### config.mk
export PLATFORM = sky130hd
export DESIGN_NAME = x86_16bit_instruction_decoder
export DESIGN_NICKNAME = d
export VERILOG_FILES = /design/src/rtl/x86d_pkg.sv /design/src/rtl/x86d_classify.sv /design/src/rtl/x86d_out_buf.sv /design/src/rtl/x86_16bit_instruction_decoder.sv
export SDC_FILE = /design/constraint.sdc
export NUM_CORES = 1
export LEC_CHECK = 0
export ABC_AREA = 1
export BUFFER_PORTS_ARGS = -buffer_cell sky130_fd_sc_hd__buf_2
export CORE_MARGIN = 2
export CORE_UTILIZATION = 50
export CTS_CLUSTER_SIZE = 25
export DETAILED_ROUTE_END_ITERATION = 12
export PLACE_DENSITY = 0.8
export SETUP_SLACK_MARGIN = 0.15
export SLEW_MARGIN = 15
export SYNTH_ARGS = -nofsm -noshare
export SYNTH_HDL_FRONTEND = slang
export SYNTH_HIERARCHICAL = 1
export SYNTH_SLANG_ARGS = --single-unit
### constraint.sdc
create_clock -name clk -period 6.09 [get_ports clk]
set_clock_uncertainty 0.1 [all_clocks]
set_input_delay 0.3045 -clock clk [delete_from_list [all_inputs] [get_ports clk]]
set_output_delay 0.3045 -clock clk [all_outputs]
set_load 0.05 [all_outputs]
### src/rtl/x86d_pkg.sv
// ----------------------------------------------------------------------------
// x86d_pkg
// Shared types, codes and tables for the byte-serial 8086 subset decoder.
// ----------------------------------------------------------------------------
package x86d_pkg;

    localparam logic [4:0] OP_MOV = 5'd0;
    localparam logic [4:0] OP_ADD = 5'd1;
    localparam logic [4:0] OP_SUB = 5'd2;
    localparam logic [4:0] OP_CMP = 5'd3;

    localparam logic [2:0] FORM_RM_REG  = 3'd0;
    localparam logic [2:0] FORM_IMM_RM  = 3'd1;
    localparam logic [2:0] FORM_IMM_REG = 3'd2;
    localparam logic [2:0] FORM_MEM_ACC = 3'd3;
    localparam logic [2:0] FORM_IMM_ACC = 3'd4;
    localparam logic [2:0] FORM_JUMP    = 3'd5;

    // opcode bases (low bits carry d/w/s, register or condition)
    localparam logic [7:0] OPC_MOV_RM      = 8'h88;
    localparam logic [7:0] OPC_ADD_RM      = 8'h00;
    localparam logic [7:0] OPC_SUB_RM      = 8'h28;
    localparam logic [7:0] OPC_CMP_RM      = 8'h38;
    localparam logic [7:0] OPC_MOV_IMM_RM  = 8'hC6;
    localparam logic [7:0] OPC_GRP1        = 8'h80;
    localparam logic [7:0] OPC_MOV_IMM_REG = 8'hB0;
    localparam logic [7:0] OPC_MOV_ACC     = 8'hA0;
    localparam logic [7:0] OPC_ADD_ACC     = 8'h04;
    localparam logic [7:0] OPC_SUB_ACC     = 8'h2C;
    localparam logic [7:0] OPC_CMP_ACC     = 8'h3C;
    localparam logic [7:0] OPC_JCC         = 8'h70;
    localparam logic [7:0] OPC_LOOP        = 8'hE0;

    localparam logic [7:0] MASK_PAIR   = 8'hFE;
    localparam logic [7:0] MASK_NIBBLE = 8'hF0;

    localparam logic [7:0] EXT_MASK  = 8'b0011_1000;
    localparam logic [7:0] EXT_ADD   = 8'b0000_0000;
    localparam logic [7:0] EXT_SUB   = 8'b0010_1000;
    localparam logic [7:0] EXT_CMP   = 8'b0011_1000;
    localparam logic [7:0] SIGN8     = 8'b1000_0000;
    localparam logic [7:0] OPC_MASK  = 8'b1111_1100;
    localparam logic [2:0] DIRECT_RM = 3'b110;

    // mod field of the modrm byte
    localparam logic [1:0] MOD_MEM    = 2'd0;
    localparam logic [1:0] MOD_DISP8  = 2'd1;
    localparam logic [1:0] MOD_DISP16 = 2'd2;

    // operation code per condition nibble of 0x70..0x7F
    localparam logic [4:0] JCC_OPS [16] = '{
        5'd10, 5'd18, 5'd7, 5'd15, 5'd4, 5'd12, 5'd8, 5'd16,
        5'd11, 5'd19, 5'd9, 5'd17, 5'd5, 5'd13, 5'd6, 5'd14
    };
    // loopnz, loopz, loop, jcxz for 0xE0..0xE3
    localparam logic [4:0] LOOP_OPS [4] = '{5'd22, 5'd21, 5'd20, 5'd23};

    typedef struct packed {
        logic       known;
        logic       has_modrm;
        logic       group;
        logic       sext;
        logic       bad_ext;
        logic [2:0] form;
        logic [4:0] operation;
        logic [1:0] disp_len;
        logic [1:0] imm_len;
    } layout_t;

    typedef struct packed {
        logic [4:0]  operation;
        logic [2:0]  form;
        logic        dest_is_reg;
        logic        wide;
        logic        sign_extend;
        logic [1:0]  mode_bits;
        logic [2:0]  reg_field;
        logic [2:0]  rm_field;
        logic [15:0] displacement;
        logic [15:0] immediate;
        logic [2:0]  length;
        logic        unknown_opcode;
    } record_t;

endpackage

### src/rtl/x86d_classify.sv
// ----------------------------------------------------------------------------
// x86d_classify
// Opcode/modrm classification: form, operation and byte layout.
// ----------------------------------------------------------------------------
module x86d_classify (
    input  logic [7:0]        op,
    input  logic [7:0]        modrm,
    output x86d_pkg::layout_t layout
);
    import x86d_pkg::*;

    logic [1:0] disp_sz;
    logic [4:0] alu_from_op;
    logic       alu_op_bad;
    logic [4:0] alu_from_modrm;
    logic       alu_modrm_bad;
    logic [7:0] op_hi;

    assign op_hi = op & OPC_MASK;

    always_comb
    begin
        unique case (modrm[7:6])
            MOD_DISP8:  disp_sz = 2'd1;
            MOD_DISP16: disp_sz = 2'd2;
            MOD_MEM:    disp_sz = (modrm[2:0] == DIRECT_RM) ? 2'd2 : 2'd0;
            default:    disp_sz = 2'd0;
        endcase
    end

    always_comb
    begin
        alu_op_bad = 1'b0;
        if ((op & EXT_MASK) == EXT_ADD)
            alu_from_op = OP_ADD;
        else if ((op & EXT_MASK) == EXT_SUB)
            alu_from_op = OP_SUB;
        else if ((op & EXT_MASK) == EXT_CMP)
            alu_from_op = OP_CMP;
        else
        begin
            alu_from_op = OP_MOV;
            alu_op_bad  = 1'b1;
        end
    end

    always_comb
    begin
        alu_modrm_bad = 1'b0;
        if ((modrm & EXT_MASK) == EXT_ADD)
            alu_from_modrm = OP_ADD;
        else if ((modrm & EXT_MASK) == EXT_SUB)
            alu_from_modrm = OP_SUB;
        else if ((modrm & EXT_MASK) == EXT_CMP)
            alu_from_modrm = OP_CMP;
        else
        begin
            alu_from_modrm = OP_MOV;
            alu_modrm_bad  = 1'b1;
        end
    end

    always_comb
    begin
        layout       = '0;
        layout.known = 1'b1;
        if (op_hi == OPC_MOV_RM || op_hi == OPC_ADD_RM || op_hi == OPC_SUB_RM ||
            op_hi == OPC_CMP_RM)
        begin
            layout.form      = FORM_RM_REG;
            layout.has_modrm = 1'b1;
            layout.operation = (op_hi == OPC_MOV_RM) ? OP_MOV : alu_from_op;
            layout.bad_ext   = (op_hi == OPC_MOV_RM) ? 1'b0 : alu_op_bad;
            layout.disp_len  = disp_sz;
        end
        else if ((op & MASK_PAIR) == OPC_MOV_IMM_RM)
        begin
            // 0xC6/0xC7: reg field passed through unchecked
            layout.form      = FORM_IMM_RM;
            layout.has_modrm = 1'b1;
            layout.operation = OP_MOV;
            layout.disp_len  = disp_sz;
            layout.imm_len   = op[0] ? 2'd2 : 2'd1;
        end
        else if (op_hi == OPC_GRP1)
        begin
            layout.form      = FORM_IMM_RM;
            layout.has_modrm = 1'b1;
            layout.group     = 1'b1;
            layout.sext      = op[1];
            layout.operation = alu_from_modrm;
            layout.bad_ext   = alu_modrm_bad;
            layout.disp_len  = disp_sz;
            layout.imm_len   = (op[0] && !op[1]) ? 2'd2 : 2'd1;
        end
        else if ((op & MASK_NIBBLE) == OPC_MOV_IMM_REG)
        begin
            layout.form      = FORM_IMM_REG;
            layout.operation = OP_MOV;
            layout.imm_len   = op[3] ? 2'd2 : 2'd1;
        end
        else if (op_hi == OPC_MOV_ACC)
        begin
            layout.form      = FORM_MEM_ACC;
            layout.operation = OP_MOV;
            layout.disp_len  = 2'd2;
        end
        else if ((op & MASK_PAIR) == OPC_ADD_ACC || (op & MASK_PAIR) == OPC_SUB_ACC ||
                 (op & MASK_PAIR) == OPC_CMP_ACC)
        begin
            layout.form      = FORM_IMM_ACC;
            layout.operation = alu_from_op;
            layout.imm_len   = op[0] ? 2'd2 : 2'd1;
        end
        else if ((op & MASK_NIBBLE) == OPC_JCC)
        begin
            layout.form      = FORM_JUMP;
            layout.operation = JCC_OPS[op[3:0]];
            layout.imm_len   = 2'd1;
            layout.sext      = 1'b1;
        end
        else if (op_hi == OPC_LOOP)
        begin
            layout.form      = FORM_JUMP;
            layout.operation = LOOP_OPS[op[1:0]];
            layout.imm_len   = 2'd1;
            layout.sext      = 1'b1;
        end
        else
        begin
            layout.known = 1'b0;
        end
    end

endmodule

### src/rtl/x86d_out_buf.sv
// ----------------------------------------------------------------------------
// x86d_out_buf
// Two-entry record queue that decouples the decoder from the output channel.
// ----------------------------------------------------------------------------
module x86d_out_buf (
    input  logic              clk,
    input  logic              rst_n,
    input  logic              push,
    input  x86d_pkg::record_t push_data,
    output logic              full,
    output logic              out_valid,
    input  logic              out_ready,
    output x86d_pkg::record_t out_data
);
    import x86d_pkg::*;

    record_t    entry_reg [2];
    logic       wr_ptr_reg;
    logic       rd_ptr_reg;
    logic [1:0] count_reg;
    logic [1:0] count_next;
    logic       pop;
    logic       do_push;

    assign full      = (count_reg == 2'd2);
    assign out_valid = (count_reg != 2'd0);
    assign out_data  = entry_reg[rd_ptr_reg];
    assign pop       = out_valid && out_ready;
    assign do_push   = push && !full;

    always_comb
    begin
        count_next = count_reg;
        if (do_push && !pop)
            count_next = count_reg + 2'd1;
        else if (pop && !do_push)
            count_next = count_reg - 2'd1;
    end

    always_ff @(posedge clk or negedge rst_n)
    begin
        if (!rst_n)
        begin
            wr_ptr_reg <= 1'b0;
            rd_ptr_reg <= 1'b0;
            count_reg  <= 2'd0;
        end
        else
        begin
            count_reg <= count_next;
            if (do_push)
                wr_ptr_reg <= ~wr_ptr_reg;
            if (pop)
                rd_ptr_reg <= ~rd_ptr_reg;
        end
    end

    always_ff @(posedge clk)
    begin
        if (do_push)
            entry_reg[wr_ptr_reg] <= push_data;
    end

endmodule

### src/rtl/x86_16bit_instruction_decoder.sv
// ----------------------------------------------------------------------------
// x86_16bit_instruction_decoder
// Byte-serial 8086 subset decoder: one record per completed instruction.
// ----------------------------------------------------------------------------
// Takes one code byte per cycle while the output queue is not full.
// A record is written into the two-entry output queue when the instruction's last
// byte transfers, and is presented once the records ahead of it have been taken.
// Input stalls only when both queue entries hold records not yet taken.
// Asynchronous active-low reset: decoder waits for an opcode, queue empty.
module x86_16bit_instruction_decoder (
    input  logic        clk,
    input  logic        rst_n,
    input  logic        in_valid,
    output logic        in_ready,
    input  logic [7:0]  code_byte,
    output logic        out_valid,
    input  logic        out_ready,
    output logic [4:0]  operation,
    output logic [2:0]  form,
    output logic        dest_is_reg,
    output logic        wide,
    output logic        sign_extend,
    output logic [1:0]  mode_bits,
    output logic [2:0]  reg_field,
    output logic [2:0]  rm_field,
    output logic [15:0] displacement,
    output logic [15:0] immediate,
    output logic [2:0]  length,
    output logic        unknown_opcode
);
    import x86d_pkg::*;

    logic [2:0]  pos_reg, pos_next;
    logic [2:0]  rem_reg, rem_next;
    logic [7:0]  opcode_reg, opcode_next;
    logic [7:0]  modrm_reg, modrm_next;
    logic [15:0] disp_reg, disp_next;
    logic [15:0] imm_reg, imm_next;

    layout_t     lay_first;
    layout_t     lay_cur;
    logic [7:0]  modrm_eff;
    logic        accept;
    logic        buf_full;
    logic        emit;
    record_t     rec;
    record_t     out_rec;

    logic [2:0]  idx;
    logic [1:0]  imm_k;
    logic [15:0] byte_lo;
    logic [15:0] byte_hi;
    logic [15:0] disp_fin;
    logic [15:0] imm_fin;
    logic        rec_error;
    logic [2:0]  rec_len;

    assign in_ready  = !buf_full;
    assign accept    = in_valid && in_ready;
    assign modrm_eff = (pos_reg == 3'd1) ? code_byte : modrm_reg;

    x86d_classify u_cls_first (
        .op     (code_byte),
        .modrm  (8'h00),
        .layout (lay_first)
    );

    x86d_classify u_cls_cur (
        .op     (opcode_reg),
        .modrm  (modrm_eff),
        .layout (lay_cur)
    );

    assign idx     = pos_reg - 3'd1 - {2'b00, lay_cur.has_modrm};
    assign imm_k   = idx[1:0] - lay_cur.disp_len;
    assign byte_lo = {8'h00, code_byte};
    assign byte_hi = {code_byte, 8'h00};

    // byte sequencing
    always_comb
    begin
        pos_next    = pos_reg;
        rem_next    = rem_reg;
        opcode_next = opcode_reg;
        modrm_next  = modrm_reg;
        disp_next   = disp_reg;
        imm_next    = imm_reg;
        emit        = 1'b0;
        rec_error   = 1'b0;
        rec_len     = 3'd0;
        if (pos_reg == 3'd0)
        begin
            opcode_next = code_byte;
            modrm_next  = 8'h00;
            disp_next   = 16'h0000;
            imm_next    = 16'h0000;
            if (!lay_first.known)
            begin
                emit      = 1'b1;
                rec_error = 1'b1;
                rec_len   = 3'd1;
                rem_next  = 3'd0;
            end
            else
            begin
                pos_next = 3'd1;
                rem_next = lay_first.has_modrm ? 3'd1
                         : {1'b0, lay_first.disp_len} + {1'b0, lay_first.imm_len};
            end
        end
        else if (lay_cur.has_modrm && pos_reg == 3'd1)
        begin
            modrm_next = code_byte;
            if (lay_cur.bad_ext)
            begin
                emit      = 1'b1;
                rec_error = 1'b1;
                rec_len   = 3'd2;
                pos_next  = 3'd0;
                rem_next  = 3'd0;
            end
            else
            begin
                rem_next = {1'b0, lay_cur.disp_len} + {1'b0, lay_cur.imm_len};
                pos_next = 3'd2;
                if (rem_next == 3'd0)
                begin
                    emit     = 1'b1;
                    rec_len  = 3'd2;
                    pos_next = 3'd0;
                end
            end
        end
        else
        begin
            if (idx < {1'b0, lay_cur.disp_len})
                disp_next = disp_reg | (idx[0] ? byte_hi : byte_lo);
            else
                imm_next = imm_reg | (imm_k[0] ? byte_hi : byte_lo);
            pos_next = pos_reg + 3'd1;
            rem_next = (rem_reg != 3'd0) ? rem_reg - 3'd1 : 3'd0;
            if (rem_next == 3'd0)
            begin
                emit     = 1'b1;
                rec_len  = pos_next;
                pos_next = 3'd0;
            end
        end
    end

    // record assembly
    always_comb
    begin
        disp_fin = disp_next;
        imm_fin  = imm_next;
        if (lay_cur.disp_len == 2'd1 && disp_fin[7])
            disp_fin = disp_fin | 16'hFF00;
        if (lay_cur.imm_len == 2'd1 && lay_cur.sext && imm_fin[7])
            imm_fin = imm_fin | 16'hFF00;
        if (lay_cur.form == FORM_JUMP)
            imm_fin = imm_fin + 16'd2;

        rec           = '0;
        rec.length    = rec_len;
        if (rec_error)
            rec.unknown_opcode = 1'b1;
        else
        begin
            rec.operation    = lay_cur.operation;
            rec.form         = lay_cur.form;
            rec.displacement = disp_fin;
            rec.immediate    = imm_fin;
            case (lay_cur.form)
                FORM_RM_REG, FORM_IMM_RM:
                begin
                    rec.dest_is_reg = (lay_cur.form == FORM_RM_REG) ? opcode_reg[1] : 1'b0;
                    rec.wide        = opcode_reg[0];
                    rec.sign_extend = lay_cur.group && opcode_reg[1];
                    rec.mode_bits   = modrm_eff[7:6];
                    rec.reg_field   = modrm_eff[5:3];
                    rec.rm_field    = modrm_eff[2:0];
                end
                FORM_IMM_REG:
                begin
                    rec.dest_is_reg = 1'b1;
                    rec.wide        = opcode_reg[3];
                    rec.reg_field   = opcode_reg[2:0];
                end
                FORM_MEM_ACC:
                begin
                    rec.dest_is_reg = !opcode_reg[1];
                    rec.wide        = opcode_reg[0];
                    rec.rm_field    = DIRECT_RM;
                end
                FORM_IMM_ACC:
                begin
                    rec.dest_is_reg = 1'b1;
                    rec.wide        = opcode_reg[0];
                end
                default:
                begin
                end
            endcase
        end
    end

    always_ff @(posedge clk or negedge rst_n)
    begin
        if (!rst_n)
        begin
            pos_reg    <= 3'd0;
            rem_reg    <= 3'd0;
            opcode_reg <= 8'h00;
            modrm_reg  <= 8'h00;
            disp_reg   <= 16'h0000;
            imm_reg    <= 16'h0000;
        end
        else if (accept)
        begin
            pos_reg    <= pos_next;
            rem_reg    <= rem_next;
            opcode_reg <= opcode_next;
            modrm_reg  <= modrm_next;
            disp_reg   <= disp_next;
            imm_reg    <= imm_next;
        end
    end

    x86d_out_buf u_out_buf (
        .clk       (clk),
        .rst_n     (rst_n),
        .push      (accept && emit),
        .push_data (rec),
        .full      (buf_full),
        .out_valid (out_valid),
        .out_ready (out_ready),
        .out_data  (out_rec)
    );

    assign operation      = out_rec.operation;
    assign form           = out_rec.form;
    assign dest_is_reg    = out_rec.dest_is_reg;
    assign wide           = out_rec.wide;
    assign sign_extend    = out_rec.sign_extend;
    assign mode_bits      = out_rec.mode_bits;
    assign reg_field      = out_rec.reg_field;
    assign rm_field       = out_rec.rm_field;
    assign displacement   = out_rec.displacement;
    assign immediate      = out_rec.immediate;
    assign length         = out_rec.length;
    assign unknown_opcode = out_rec.unknown_opcode;

endmodule

# Yosys cells after proc, flatten, opt, wreduce, memory -nomap -nowiden
# Memory sizes are Yosys's and may differ from the RTL's.
# Index checks and enable logic that the tools add are counted.
dict set report op_classes {
  addsub 10
  n_mul 0
  div 0
  order_cmp 3
  n_eq_ne 41
  n_shift 0
  mux 129
  bitwise_logic 6
  reduce_logical 45
}
# op count
set ops {}
lappend ops {{$mux W16} 11}
lappend ops {{$mux W2} 34}
lappend ops {{$mux W8} 8}
lappend ops {{$mux W51} 1}
lappend ops {{$eq A6 B6 Y1 const B} 8}
lappend ops {{$mux W3} 15}
lappend ops {{$mux W1} 42}
lappend ops {{$mux W5} 8}
lappend ops {{$logic_not A8 Y1} 4}
lappend ops {{$or A16 B16 Y16} 2}
lappend ops {{$eq A7 B5 Y1 const B} 4}
lappend ops {{$eq A6 B4 Y1 const B} 4}
lappend ops {{$mux W12} 2}
lappend ops {{$eq A3 B3 Y1 const B} 7}
lappend ops {{$add A16 B2 Y16 const B} 1}
lappend ops {{$eq A7 B2 Y1 const B} 2}
lappend ops {{$eq A7 B7 Y1 const B} 2}
lappend ops {{$logic_and A1 B1 Y1} 13}
lappend ops {{$logic_not A3 Y1} 4}
lappend ops {{$pmux W3 S2} 2}
lappend ops {{$mux W11} 1}
lappend ops {{$bmux W5 S2} 1}
lappend ops {{$logic_or A1 B1 Y1} 10}
lappend ops {{$eq A4 B3 Y1 const B} 2}
lappend ops {{other kinds (28)} 46}
dict set report totals {
  regBits 58
  latch_bits 0
  ram_bits 110
  rom_bits 80
  wordCells 245
  n_memories 2
}
# name words width rd rd_ports_with_merged_regs wr line_no
set memory_table {}
lappend memory_table {u_out_buf.entry_reg 2 55 1 0 1 x86d_out_buf.sv:17} ;# record_t entry_reg [2];
lappend memory_table {{(no name shown)} 16 5 1 0 0 x86d_classify.sv:118} ;# layout.operation = JCC_OPS[op[3:0]];

# Longest topological paths before layout
dict set report logic_depth {
  word_depth 24
  ltp_mapped 29
  mapped_depth_nobuf 28
}

# Modules after synthesis
# Netlist, hierarchy kept.
# module n_inst cells_each area_per_inst_um2
set modules_own_cells {}
lappend modules_own_cells {x86d_out_buf 1 319 4262.8}
lappend modules_own_cells {x86_16bit_instruction_decoder 1 601 4032.6}
lappend modules_own_cells {{x86d_classify at u_cls_first} 1 119 635.6}
lappend modules_own_cells {{x86d_classify at u_cls_cur} 1 124 634.4}

# Least setup slack after synthesis
# Ideal clock, no wire load.
dict set report synth_timing {
  path_type {reg-to-reg}
  from {reg pos_reg[0]}
  to {mem u_out_buf/entry_reg[1][0] (netlist bit), enable pin}
  arrival_time_ps 5337
  required_ps 5522
  setup_slack_ps 185
  path_stages_with_launch 17
  n_path_buf 1
  path_cell_list {dfrtp_1 > ha_1 > nand2_1 > clkbuf_1 > nand2_1 > o21ai_0 > inv_1 > and3b_1 > o21bai_1 > o21ai_2 > fa_1 > nor3_1 > o22ai_1 > or2_2 > a21oi_1 > o21ai_0 > nor2_1}
}
# item line_no
set synth_lines {}
lappend synth_lines {{start, declared} x86_16bit_instruction_decoder.sv:33} ;# logic [2:0] pos_reg, pos_next;
lappend synth_lines {{start signal, assigned} x86_16bit_instruction_decoder.sv:220} ;# pos_reg <= pos_next;
lappend synth_lines {{end, declared} x86d_out_buf.sv:17}

==> metrics.md <==
| Metric | Value |
|---|---|
| Row count | between 40 and 50 |
| GP Congestion | between 0.9 and 1 |
| Post-CTS resize count | 0 |
| Critical Path Sink Type | flop |
| Worst reg2reg path endpoint | u_out_buf/entry_reg[0][6] |
| Crit share post-route | between 70% and 80% |
| Net Sw Frac | 50.8% |
| PD cells | about 610 nW/um^2 |
| Antenna violations before repair | 0 |
| Gr ovfl total | 0 |
| N_diodes | 0 |
| GRT Total Usage | between 20% and 30% |
| Wirelength per Cell | between 15 and 20 um |
| Clock Tree Buf Depth | 2 |
| Initial Util | roughly 51% |
| Ports | 69 |
| Post-route ant nets | 0 |
| Vias per Instance | around 5.3 |
| Final setup vio count | 0 |
| Final setup TNS | 0 ns |
| Area occupied by multi-input gates | approximately 3800 um^2 |
| FF-to-FF Start | pos_reg[1] |
| Worst Reg-to-Reg Cells | 18 |
| Commonest non-fill, non-tap cell in the layout | nand2_1 |
| Tightest Pin Transition | between 0.9 and 1 ns |
| Critical path class | flop to flop |
| Share of post-route cells with drive strength above 1 | 15.4% |
| Cell area after synthesis | around 9300 um^2 |
| Sink Count | about 170 |
| Htree depth | 4 |
| Vias in the first global route | 6948 |
| Slew margin rel. | 33.7% |
| Clock slew at the register clock pins of the worst setup and hold paths | roughly 0.070 ns |
| Critical Path Start | pos_reg[1] |
| Cell count after synthesis | 1110 |
| Cell area after layout | a little over 10000 um^2 |
| Static leakage | 4.85 nW |
| MaxCap Viol Count | 0 |
| Die height | approximately 140 um |
| Min Clock Period, post-route | approximately 4.8 ns |
| First-pass GRT wire length | around 35 mm |
| Peak supply drop | roughly 270 uV |
| CTS buffer count | 17 |
| Worst Setup Start Kind | flop |
| Drt pass-1 iters | 6 |
| CP Data Arrival Time | 4.74 ns |
| Max reg flops | 110 |
| Critical path required time | slightly above 6 ns |
| Slew Viols, Final | 0 |
| Internal Pwr Total | approximately 3.1 mW |
| Worst-Skew Late Latency | roughly 0.44 ns |
| Clock Tree Root | clkbuf_16 |
| Hold_buf cts | 1 |
| DR iter-0 viols | between 700 and 800 |
| Fmax | between 200 and 250 MHz |
| Setup Fix Bufs, Post-CTS | 0 |
| Status | complete, no violations |
| HPWL after detailed placement | ~15 mm |
| # fillers | 1550 |
| Largest net degree at the start of global routing | 60 |
| Die area | around 20000 um^2 |
| Seq. cell area | 4760 um^2 |
| Sequential share of power | 30.3% |
| CTS tree | done |
| DIE WIDTH | between 100 and 150 um |
| Layout area overhead | 11.2% |
| Final hold viol count | 0 |
| Via count | 7563 |
| Port bufs | between 60 and 70 |
| Core region area | 18100 um^2 |
| Net count, final | about 1200 |
| Worst Setup EP | u_out_buf/entry_reg[0][6] |
| Combinational share of power | 52.8% |
| Clock share of power | between 10% and 20% |
| Hold/Removal Path Class | input pin to flop |
| Commonest non-fill, non-tap cells in the layout | 371 x nand2_1, 128 x inv_1, 110 x edfxtp_1, 83 x o21ai_0, 72 x nor2_1 |
| YS warnings | 6 |
| RSZ-0062 raised after global routing | false |
| DRC violations left | 0 |
| Worst Path Max Fanout | 33 |
| Syn_area_per_cell | ~8.4 um^2 |
| Post-DP Area | a little under 10000 um^2 |
| R2R Setup Slk | roughly 1.3 ns |
| Final WL | between 20 and 25 mm |
| Switching power | ~3.2 mW |
[how the worst min path moves through the flow]
stage	start	to	slack, ns	cells past startpoint
2_1_floorplan	rst_n	disp_reg[0]	-0.09	0
6_report	out_ready	u_out_buf/rd_ptr_reg	0.02	3
4_1_cts	out_ready	u_out_buf/rd_ptr_reg	0.003	3
3_3_place_gp	u_out_buf/count_reg[1]	u_out_buf/count_reg[1]	0.35	2
5_1_grt	out_ready	u_out_buf/rd_ptr_reg	0.03	3
3_5_place_dp	u_out_buf/count_reg[1]	u_out_buf/count_reg[1]	0.36	2
[power groups by stage]
stage | logic, mW | registers (mW) | clock network, mW
6_report | 3.33 | 1.92 | 1.07
5_1_grt | 3.66 | 1.95 | 1.12
4_1_cts | 3.32 | 1.92 | 1.08
3_5_place_dp | 3.29 | 1.93 | 0
3_3_place_gp | 3.24 | 1.92 | 0
2_1_floorplan | 2.64 | 1.90 | 0
[metal layers]
layer / vias to the layer above / share of wire (%) / track usage [%]
li1: 3702 / - / -
met5: - / 0 / 0
met1: 3526 / 44 / 31.5
met2: 305 / 47 / 35.8
met3: 30 / 6.7 / 4.24
met4: 0 / 1.9 / 7.47
[area by class of cell]
class / instances / area share (%)
clock buffers: 18 / 4.24
flip-flops and latches: 168 / 46.0
well taps: 229 / 2.77
repair buffers: 77 / 3.97
inverters: 146 / 5.30
multi-input cells: 763 / 36.5
clock inverters: 14 / 1.32
[worst max-delay path, stage by stage (launching register included)]
cell and delay (ns):
dfrtp_1 0.39, inv_1 0.16, ha_1 0.24, nand2_1 0.28, o21ai_0 0.32, inv_1 0.06
and3b_1 0.22, o21bai_1 0.08, o21ai_2 0.18, fa_1 0.47, nor3_1 0.22, o22ai_1 0.14
or2_2 0.30, a21oi_1 0.24, inv_1 0.07, nor2_1 0.14, nand2_1 0.09, inv_2 0.22
buf_4 0.45
[per-stage QoR]
| step | utilization (%) | power, mW | instances | hold WS, ns | setup slack, ns |
|---|---|---|---|---|---|
| after floorplan | - | 4.54 | 1115 | -0.0911 | 0.185 |
| after global placement | 54.0 | 5.16 | 1382 | 0.355 | 1.54 |
| after detailed placement | 54.0 | 5.22 | 1382 | 0.364 | 1.38 |
| after CTS | 57.2 | 6.32 | 1415 | 0.00259 | 1.33 |
| after global routing | 57.2 | 6.73 | 1415 | 0.0276 | 0.918 |
| final | 57.2 | 6.32 | 1415 | 0.0151 | 1.34 |
Note: power is estimated with default switching activity, not from simulation.
